**src/hw/rtl/line_sensor_pattern_classifier_defines.svh**
```systemverilog
// Assertion macros shared by the line sensor classifier RTL.
`ifndef LINE_SENSOR_PATTERN_CLASSIFIER_DEFINES_SVH
`define LINE_SENSOR_PATTERN_CLASSIFIER_DEFINES_SVH

// Same-cycle implication, disabled while reset is asserted.
`define LSPC_ASSERT_NOW(label, clk, rst_n, ante, cons) \
	label: assert property (@(posedge clk) disable iff (!rst_n) (ante) |-> (cons)) \
		else $error("lspc check failed");

// Next-cycle implication, disabled while reset is asserted.
`define LSPC_ASSERT_NEXT(label, clk, rst_n, ante, cons) \
	label: assert property (@(posedge clk) disable iff (!rst_n) (ante) |=> (cons)) \
		else $error("lspc check failed");

`endif

```
**src/hw/rtl/lspc_pkg.sv**
```systemverilog
// Types and constants of the line sensor pattern classifier.
package lspc_pkg;

	localparam int unsigned SENS_W    = 10;
	localparam int unsigned COUNT_W   = 3;
	localparam int unsigned NUM_SENS  = 5;
	localparam int unsigned NUM_REGS  = 8;
	localparam int unsigned ADDR_W    = 5;
	localparam int unsigned DATA_W    = 32;

	localparam logic [SENS_W-1:0]  READ_MAX        = SENS_W'(1000);
	localparam logic [COUNT_W-1:0] CROSS_MIN_COUNT = COUNT_W'(4);

	localparam logic [SENS_W-1:0] RST_BLACK_THR   = SENS_W'(700);
	localparam logic [SENS_W-1:0] RST_GREY_LOW    = SENS_W'(200);
	localparam logic [SENS_W-1:0] RST_GREY_HIGH   = SENS_W'(600);
	localparam logic [SENS_W-1:0] RST_GREY_LEVEL  = SENS_W'(0);
	localparam logic [SENS_W-1:0] RST_GREEN_LOW   = SENS_W'(300);
	localparam logic [SENS_W-1:0] RST_GREEN_HIGH  = SENS_W'(700);
	localparam logic [SENS_W-1:0] RST_ABOVE_WHITE = SENS_W'(100);
	localparam logic [SENS_W-1:0] RST_SIDE_MARGIN = SENS_W'(100);

	typedef enum logic [2:0] {
		REG_BLACK_THR   = 3'd0,
		REG_GREY_LOW    = 3'd1,
		REG_GREY_HIGH   = 3'd2,
		REG_GREY_LEVEL  = 3'd3,
		REG_GREEN_LOW   = 3'd4,
		REG_GREEN_HIGH  = 3'd5,
		REG_ABOVE_WHITE = 3'd6,
		REG_SIDE_MARGIN = 3'd7
	} cfg_reg_t;

	typedef struct packed {
		logic [SENS_W-1:0] sensor_0;
		logic [SENS_W-1:0] sensor_1;
		logic [SENS_W-1:0] sensor_2;
		logic [SENS_W-1:0] sensor_3;
		logic [SENS_W-1:0] sensor_4;
	} sample_t;

	typedef struct packed {
		logic [COUNT_W-1:0] black_count;
		logic               line_visible;
		logic               crossing;
		logic               split;
		logic               green_line;
		logic               grey_left;
		logic               grey_right;
		logic               grey_both;
	} result_t;

	function automatic logic [SENS_W-1:0] clamp_read(input logic [SENS_W-1:0] v);
		return (v > READ_MAX) ? READ_MAX : v;
	endfunction

endpackage

```
**src/hw/rtl/line_sensor_pattern_classifier.sv**
```systemverilog
// Line sensor pattern classifier top level with APB register file.
// The input stage feeds the result stage; the compare logic sits between the two.
// Throughput: one sample per cycle while no held result stalls the input stage.
// A held result stalls the input stage only when that stage is also full.
// Reset (arst_n low, asynchronous) empties both stages and restores register defaults.
`include "line_sensor_pattern_classifier_defines.svh"

module line_sensor_pattern_classifier
	import lspc_pkg::*;
#(
	parameter int unsigned GREY_MARGIN     = 100,
	parameter int unsigned SPLIT_MIN_COUNT = 3
) (
	input  logic              clk,
	input  logic              arst_n,
	input  logic              sample_valid,
	output logic              sample_stall,
	input  sample_t           sample,
	output logic              result_valid,
	input  logic              result_stall,
	output result_t           result,
	input  logic              psel,
	input  logic              penable,
	input  logic              pwrite,
	input  logic [ADDR_W-1:0] paddr,
	input  logic [DATA_W-1:0] pwdata,
	output logic [DATA_W-1:0] prdata,
	output logic              pready
);

	localparam int unsigned GW = $clog2(1024 + GREY_MARGIN) + 1;
	localparam logic signed [GW-1:0] MARGIN = GW'(GREY_MARGIN);
	localparam logic [COUNT_W-1:0] SPLIT_MIN = COUNT_W'(SPLIT_MIN_COUNT);

	logic [SENS_W-1:0] black_thr_q, grey_low_q, grey_high_q, grey_level_q;
	logic [SENS_W-1:0] green_low_q, green_high_q, above_white_q, side_margin_q;

	logic              valid_s1;
	logic [SENS_W-1:0] sens_s1 [NUM_SENS];
	logic              advance;
	logic              take_s1;
	logic              cfg_write;
	cfg_reg_t          cfg_sel;

	logic [NUM_SENS-1:0]    black;
	logic [COUNT_W-1:0]     count;
	logic [SENS_W-1:0]      min01, min23, min03, white;
	logic [SENS_W-1:0]      max01, max23, max03, peak;
	logic signed [GW-1:0]   band_lo, band_hi;
	logic                   left, right;
	result_t                res_d;

	function automatic logic in_grey(
		input logic [SENS_W-1:0] v,
		input logic signed [GW-1:0] lo,
		input logic signed [GW-1:0] hi,
		input logic [SENS_W-1:0] thr
	);
		logic signed [GW-1:0] vs;
		vs = $signed(GW'(v));
		return (vs > lo) && (vs < hi) && (v < thr);
	endfunction

	function automatic logic grey_side(
		input logic [SENS_W-1:0] outer,
		input logic [SENS_W-1:0] inner,
		input logic [SENS_W-1:0] other,
		input logic [SENS_W-1:0] wht,
		input logic grey_ok,
		input logic [SENS_W-1:0] above,
		input logic [SENS_W-1:0] glow,
		input logic [SENS_W-1:0] margin
	);
		return grey_ok
			&& ((outer - wht) > above)
			&& (inner < glow)
			&& ({1'b0, other} <= ({1'b0, outer} + {1'b0, margin}));
	endfunction

	// Register file
	assign pready    = 1'b1;
	assign cfg_sel   = cfg_reg_t'(paddr[ADDR_W-1:2]);
	assign cfg_write = psel && penable && pwrite && pready;

	always_ff @(posedge clk or negedge arst_n) begin
		if (!arst_n) begin
			black_thr_q   <= RST_BLACK_THR;
			grey_low_q    <= RST_GREY_LOW;
			grey_high_q   <= RST_GREY_HIGH;
			grey_level_q  <= RST_GREY_LEVEL;
			green_low_q   <= RST_GREEN_LOW;
			green_high_q  <= RST_GREEN_HIGH;
			above_white_q <= RST_ABOVE_WHITE;
			side_margin_q <= RST_SIDE_MARGIN;
		end else if (cfg_write) begin
			case (cfg_sel)
				REG_BLACK_THR:   black_thr_q   <= pwdata[SENS_W-1:0];
				REG_GREY_LOW:    grey_low_q    <= pwdata[SENS_W-1:0];
				REG_GREY_HIGH:   grey_high_q   <= pwdata[SENS_W-1:0];
				REG_GREY_LEVEL:  grey_level_q  <= pwdata[SENS_W-1:0];
				REG_GREEN_LOW:   green_low_q   <= pwdata[SENS_W-1:0];
				REG_GREEN_HIGH:  green_high_q  <= pwdata[SENS_W-1:0];
				REG_ABOVE_WHITE: above_white_q <= pwdata[SENS_W-1:0];
				REG_SIDE_MARGIN: side_margin_q <= pwdata[SENS_W-1:0];
				default: ;
			endcase
		end
	end

	always_comb begin
		case (cfg_sel)
			REG_BLACK_THR:   prdata = DATA_W'(black_thr_q);
			REG_GREY_LOW:    prdata = DATA_W'(grey_low_q);
			REG_GREY_HIGH:   prdata = DATA_W'(grey_high_q);
			REG_GREY_LEVEL:  prdata = DATA_W'(grey_level_q);
			REG_GREEN_LOW:   prdata = DATA_W'(green_low_q);
			REG_GREEN_HIGH:  prdata = DATA_W'(green_high_q);
			REG_ABOVE_WHITE: prdata = DATA_W'(above_white_q);
			REG_SIDE_MARGIN: prdata = DATA_W'(side_margin_q);
			default:         prdata = '0;
		endcase
	end

	// Pipeline control: advance the result stage when it is empty or taken
	assign advance      = !result_valid || !result_stall;
	assign sample_stall = valid_s1 && !advance;
	assign take_s1      = sample_valid && !sample_stall;

	always_ff @(posedge clk or negedge arst_n) begin
		if (!arst_n) begin
			valid_s1     <= 1'b0;
			result_valid <= 1'b0;
		end else begin
			if (advance) begin
				result_valid <= valid_s1;
			end
			if (!sample_stall) begin
				valid_s1 <= sample_valid;
			end
		end
	end

	always_ff @(posedge clk) begin
		if (take_s1) begin
			sens_s1[0] <= clamp_read(sample.sensor_0);
			sens_s1[1] <= clamp_read(sample.sensor_1);
			sens_s1[2] <= clamp_read(sample.sensor_2);
			sens_s1[3] <= clamp_read(sample.sensor_3);
			sens_s1[4] <= clamp_read(sample.sensor_4);
		end
		if (advance && valid_s1) begin
			result <= res_d;
		end
	end

	// Classification
	always_comb begin
		for (int i = 0; i < NUM_SENS; i++) begin
			black[i] = sens_s1[i] > black_thr_q;
		end
		count = COUNT_W'($countones(black));

		min01 = (sens_s1[1] < sens_s1[0]) ? sens_s1[1] : sens_s1[0];
		min23 = (sens_s1[3] < sens_s1[2]) ? sens_s1[3] : sens_s1[2];
		min03 = (min23 < min01) ? min23 : min01;
		white = (sens_s1[4] < min03) ? sens_s1[4] : min03;
		max01 = (sens_s1[1] > sens_s1[0]) ? sens_s1[1] : sens_s1[0];
		max23 = (sens_s1[3] > sens_s1[2]) ? sens_s1[3] : sens_s1[2];
		max03 = (max23 > max01) ? max23 : max01;
		peak  = (sens_s1[4] > max03) ? sens_s1[4] : max03;

		if (grey_level_q != '0) begin
			band_lo = $signed(GW'(grey_level_q)) - MARGIN;
			band_hi = $signed(GW'(grey_level_q)) + MARGIN;
		end else begin
			band_lo = $signed(GW'(grey_low_q));
			band_hi = $signed(GW'(grey_high_q));
		end

		left = grey_side(sens_s1[0], sens_s1[1], sens_s1[4], white,
			in_grey(sens_s1[0], band_lo, band_hi, black_thr_q),
			above_white_q, grey_low_q, side_margin_q);
		right = grey_side(sens_s1[4], sens_s1[3], sens_s1[0], white,
			in_grey(sens_s1[4], band_lo, band_hi, black_thr_q),
			above_white_q, grey_low_q, side_margin_q);

		res_d.black_count  = count;
		res_d.line_visible = count != '0;
		res_d.crossing     = (count >= CROSS_MIN_COUNT) && black[2];
		res_d.split        = (count >= SPLIT_MIN) && (black[0] || black[4]);
		res_d.green_line   = (peak >= green_low_q) && (peak <= green_high_q);
		res_d.grey_left    = left;
		res_d.grey_right   = right;
		res_d.grey_both    = left && right;
	end

	`LSPC_ASSERT_NEXT(a_stage_moves, clk, arst_n, valid_s1 && advance, result_valid)
	`LSPC_ASSERT_NOW(a_stall_only_full, clk, arst_n, sample_stall,
		valid_s1 && result_valid && result_stall)
	`LSPC_ASSERT_NOW(a_both_sides, clk, arst_n, result_valid && result.grey_both,
		result.grey_left && result.grey_right)
	`LSPC_ASSERT_NOW(a_visible_count, clk, arst_n, result_valid,
		result.line_visible == (result.black_count != '0))

endmodule

```
**config.mk**
```make
export PLATFORM = sky130hd
export DESIGN_NAME = line_sensor_pattern_classifier
export DESIGN_NICKNAME = d
export VERILOG_FILES = /design/src/hw/rtl/lspc_pkg.sv /design/src/hw/rtl/line_sensor_pattern_classifier.sv
export VERILOG_INCLUDE_DIRS = /design/src /design/src/hw/rtl
export SDC_FILE = /design/constraint.sdc
export NUM_CORES = 1
export LEC_CHECK = 0
export BUFFER_PORTS_ARGS = -buffer_cell sky130_fd_sc_hd__buf_2
export CORE_ASPECT_RATIO = 0.8
export CORE_MARGIN = 8
export CORE_UTILIZATION = 33
export DETAILED_ROUTE_END_ITERATION = 7
export PLACE_DENSITY = 0.54
export SYNTH_ARGS = -nofsm -noshare
export SYNTH_HDL_FRONTEND = slang
export SYNTH_SLANG_ARGS = --single-unit
```
**constraint.sdc**
```tcl
create_clock -name clk -period 10.4 [get_ports clk]
set_clock_uncertainty 0.2 [all_clocks]
set_input_delay 0.52 -clock clk [delete_from_list [all_inputs] [get_ports clk]]
set_output_delay 0.52 -clock clk [all_outputs]
set_load 0.05 [all_outputs]
```
==> flow_summary.json <==
{
  "layout_common_cells": "ha_1, inv_1, a21oi_1, o21ai_0, buf_2",
  "fin_setup_tns_ns": 0,
  "nets": 2004,
  "multi_input_comb_area_um2": 9704,
  "grt_pass1_vias": 11730,
  "rsz0062_at_grt": "false",
  "die_w_um": 249.5,
  "ir_worst_vdd_mv": 0.1560,
  "cts-root-buf": "clkbuf_16",
  "drt_iter0_drc": 1089,
  "synth_seq_cells": 142,
  "r2r-start": "sens_s1[3][7]$_SDFFCE_PN1P_",
  "antenna_found_initial": 0,
  "cp_slowest_cell": "edfxtp_1",
  "n_fill_cell": 4401,
  "critPathKind": "register to register",
  "whs_ns": 0.04312,
  "wire_per_inst_um": 21.96,
  "drc": 0,
  "grt_max_degree": 54,
  "cts_buffers": 17,
  "cp-end-kind": "register",
  "post-route-util": 0.3738,
  "min_period_ns": 9.793,
  "clkTransAtPathRegs_ns": 0.07,
  "clock-sinks": 142,
  "floorplan.rows": 68,
  "rrSetupSlack_ns": 0.61,
  "crit_path_max_incr_delay_ns": 0.53,
  "seq_area_frac_synth": 0.2704,
  "drv_slew": 0,
  "gr-total-overflow": 0,
  "ys_types": 83,
  "cts_tree": "built",
  "crit_end": "result[0]$_DFFE_PP_",
  "layout_commonest_cell": "ha_1",
  "seqCellArea_um2": 3890,
  "timing.slew.headroom": 0.2221,
  "r2r_cells": 41,
  "grtUsageTotal": 0.1899,
  "clock_latency_ns": 0.46,
  "outcome": "completed",
  "antenna_left": 0,
  "fmax_ghz": 0.1021,
  "ys_async_sr_fraction": 0.5775,
  "crit_fanout": 16,
  "syn_area_um2": 14390,
  "max-cap-violations": 0,
  "dpl.cell_count": 2186,
  "synth_enable_flop_cells": 60,
  "initial_core_util": 0.3342,
  "critPathArrivalTime_ns": 9.93,
  "firstDrtPassIters": 5,
  "syn_area_per_cell_um2": 9.182,
  "cp-start-kind": "register",
  "tightest_slew_ns": 1.163,
  "io_pins": 139,
  "area_delta_synth_final_pct": 11.86,
  "core_um2": 43050,
  "synthFlopType": "edfxtp_1",
  "crit_start": "sens_s1[3][7]$_SDFFCE_PN1P_",
  "hp-class": "input port to register",
  "r2r_end": "result[0]$_DFFE_PP_",
  "dieArea_um2": 50580,
  "htree_levels": 4,
  "power.leakage_uw": 0.007413,
  "clockBufferDepth": 2,
  "synthCells": 1567,
  "dp_hpwl_um": 38390,
  "fin_cells": 2220,
  "port_buffers": 91,
  "gp_congestion": 0.9162,
  "viasPerCell": 5.438,
  "finalHoldViolations": 0,
  "drive_gt1_frac": 0.1669,
  "vias": 12070,
  "die-height_um": 202.8,
  "worstPathRequired_ns": 10.54,
  "drt_wl_total_um": 48740,
  "yosys_warnings": 0,
  "min_period_over_period": 0.9417,
  "diodes": 0,
  "powerDensity_nw_per_um2": 213.0,
  "grt_pass1_wl_um": 72900,
  "setup_violations": 0
}
==> worst max-delay path, delay by kind of cell (launching register included) <==
| family | cells | cell delay [ns] |
|---|---|---|
| DFF | 1 | 0.53 |
| adders and majority gates | 5 | 1.43 |
| and+or+nand+nor | 10 | 1.50 |
| buffers and inverters | 2 | 0.35 |
| AOI/OAI and AO/OA | 24 | 5.64 |
==> power breakdown <==
| part | total, uW | switching (uW) | internal, uW |
|---|---|---|---|
| Clock | 630 | 285 | 344 |
| Combinational | 1980 | 1170 | 805 |
| Sequential | 822 | 113 | 709 |
==> stage by stage <==
stage / setup WS [ns] / total power (uW) / cell area, um2
after global routing: 0.02959 / 3698 / 16090
after global placement: 0.7577 / 2719 / 15480
after detailed placement: 0.5263 / 2766 / 15480
after CTS: 0.4679 / 3422 / 16080
final: 0.6066 / 3428 / 16090
after floorplan: 1.614 / 2221 / 14470
==> sequential cells by signal, summed over array words and instances, names as in the netlist <==
name and flops:
above_white_q 10, black_thr_q 10, green_high_q 10, green_low_q 10
grey_high_q 10, grey_level_q 10, grey_low_q 10, result 10
result_valid 1, sens_s1 50, side_margin_q 10, valid_s1 1
==> synthesized netlist by cell type, types with 6 or more instances <==
master / instances / area share
nor3_1: 11 / 0.0038
o22ai_1: 9 / 0.0039
mux2_2: 56 / 0.044
clkbuf_1: 54 / 0.014
edfxtp_1: 60 / 0.13
a21o_1: 34 / 0.018
a221oi_1: 13 / 0.0079
o21a_1: 39 / 0.020
o211ai_1: 16 / 0.0083
inv_1: 135 / 0.035
nand2b_1: 37 / 0.016
buf_4: 23 / 0.012
dfrtp_1: 53 / 0.092
o21bai_1: 12 / 0.0063
and3_1: 6 / 0.0026
a31oi_1: 6 / 0.0026
nor2_1: 80 / 0.021
ha_1: 259 / 0.23
nand4_1: 31 / 0.013
o21ai_0: 110 / 0.038
dfstp_2: 29 / 0.053
o31a_1: 6 / 0.0037
and2_1: 19 / 0.0083
a21oi_1: 115 / 0.040
a211oi_1: 8 / 0.0042
nand3_1: 27 / 0.0094
xnor2_1: 32 / 0.019
xor2_1: 11 / 0.0067
nand2_1: 87 / 0.023
nor2b_1: 43 / 0.019
mux2i_1: 45 / 0.031
==> cells by family (layout without fill, tap and decap cells) <==
logic type,count (synthesis),after routing,share of synthesized area
other cells,2,23,0.0005220
fa+ha+maj,265,265,0.2322
xor+xnor,44,44,0.02731
simple gates,365,365,0.1289
compound gates,424,424,0.1949
buf+inv,218,290,0.06305
flops,142,142,0.2704
mux,107,107,0.08279
==> layout make-up <==
cell class	count	share of cell area
clock inverter	14	0.009485
sequential	142	0.2417
tap	560	0.04354
timing repair buffer	123	0.04354
inverter	135	0.03149
clock buffer	18	0.02729
multi-input combinational	1228	0.6030
==> worst min path at each step <==
stage                         startpoint                           end  slack (ns)  cells after the start
floorplan                         arst_n  above_white_q[0]$_DFFE_PN0P_        0.02                      0
global placement    valid_s1$_DFFE_PN0N_      result_valid$_DFFE_PN0N_        0.26                      1
detailed placement                arst_n      result_valid$_DFFE_PN0N_        0.28                      1
CTS                           sample[35]   sens_s1[1][5]$_SDFFCE_PN1P_        0.02                      1
global route                  sample[35]   sens_s1[1][5]$_SDFFCE_PN1P_        0.03                      1
finish                        sample[35]   sens_s1[1][5]$_SDFFCE_PN1P_        0.04                      1
==> layer usage <==
metal,vias up,GRT usage,part of all wire
met5,-,0,0
met4,0,0.06953,0.031
met3,67,0.03489,0.068
met2,401,0.2832,0.43
met1,5787,0.2702,0.48
li1,5818,-,-
==> repair_timing <==
item / in CTS / in global routing
hold endpoints to repair: 15 / 0
buffers inserted: 0 / 1
hold buffers: 1 / 0
gates resized for setup: 0 / 5
endpoints found under the setup margin: 0 / 3
Power figures use the tool's default switching activity.
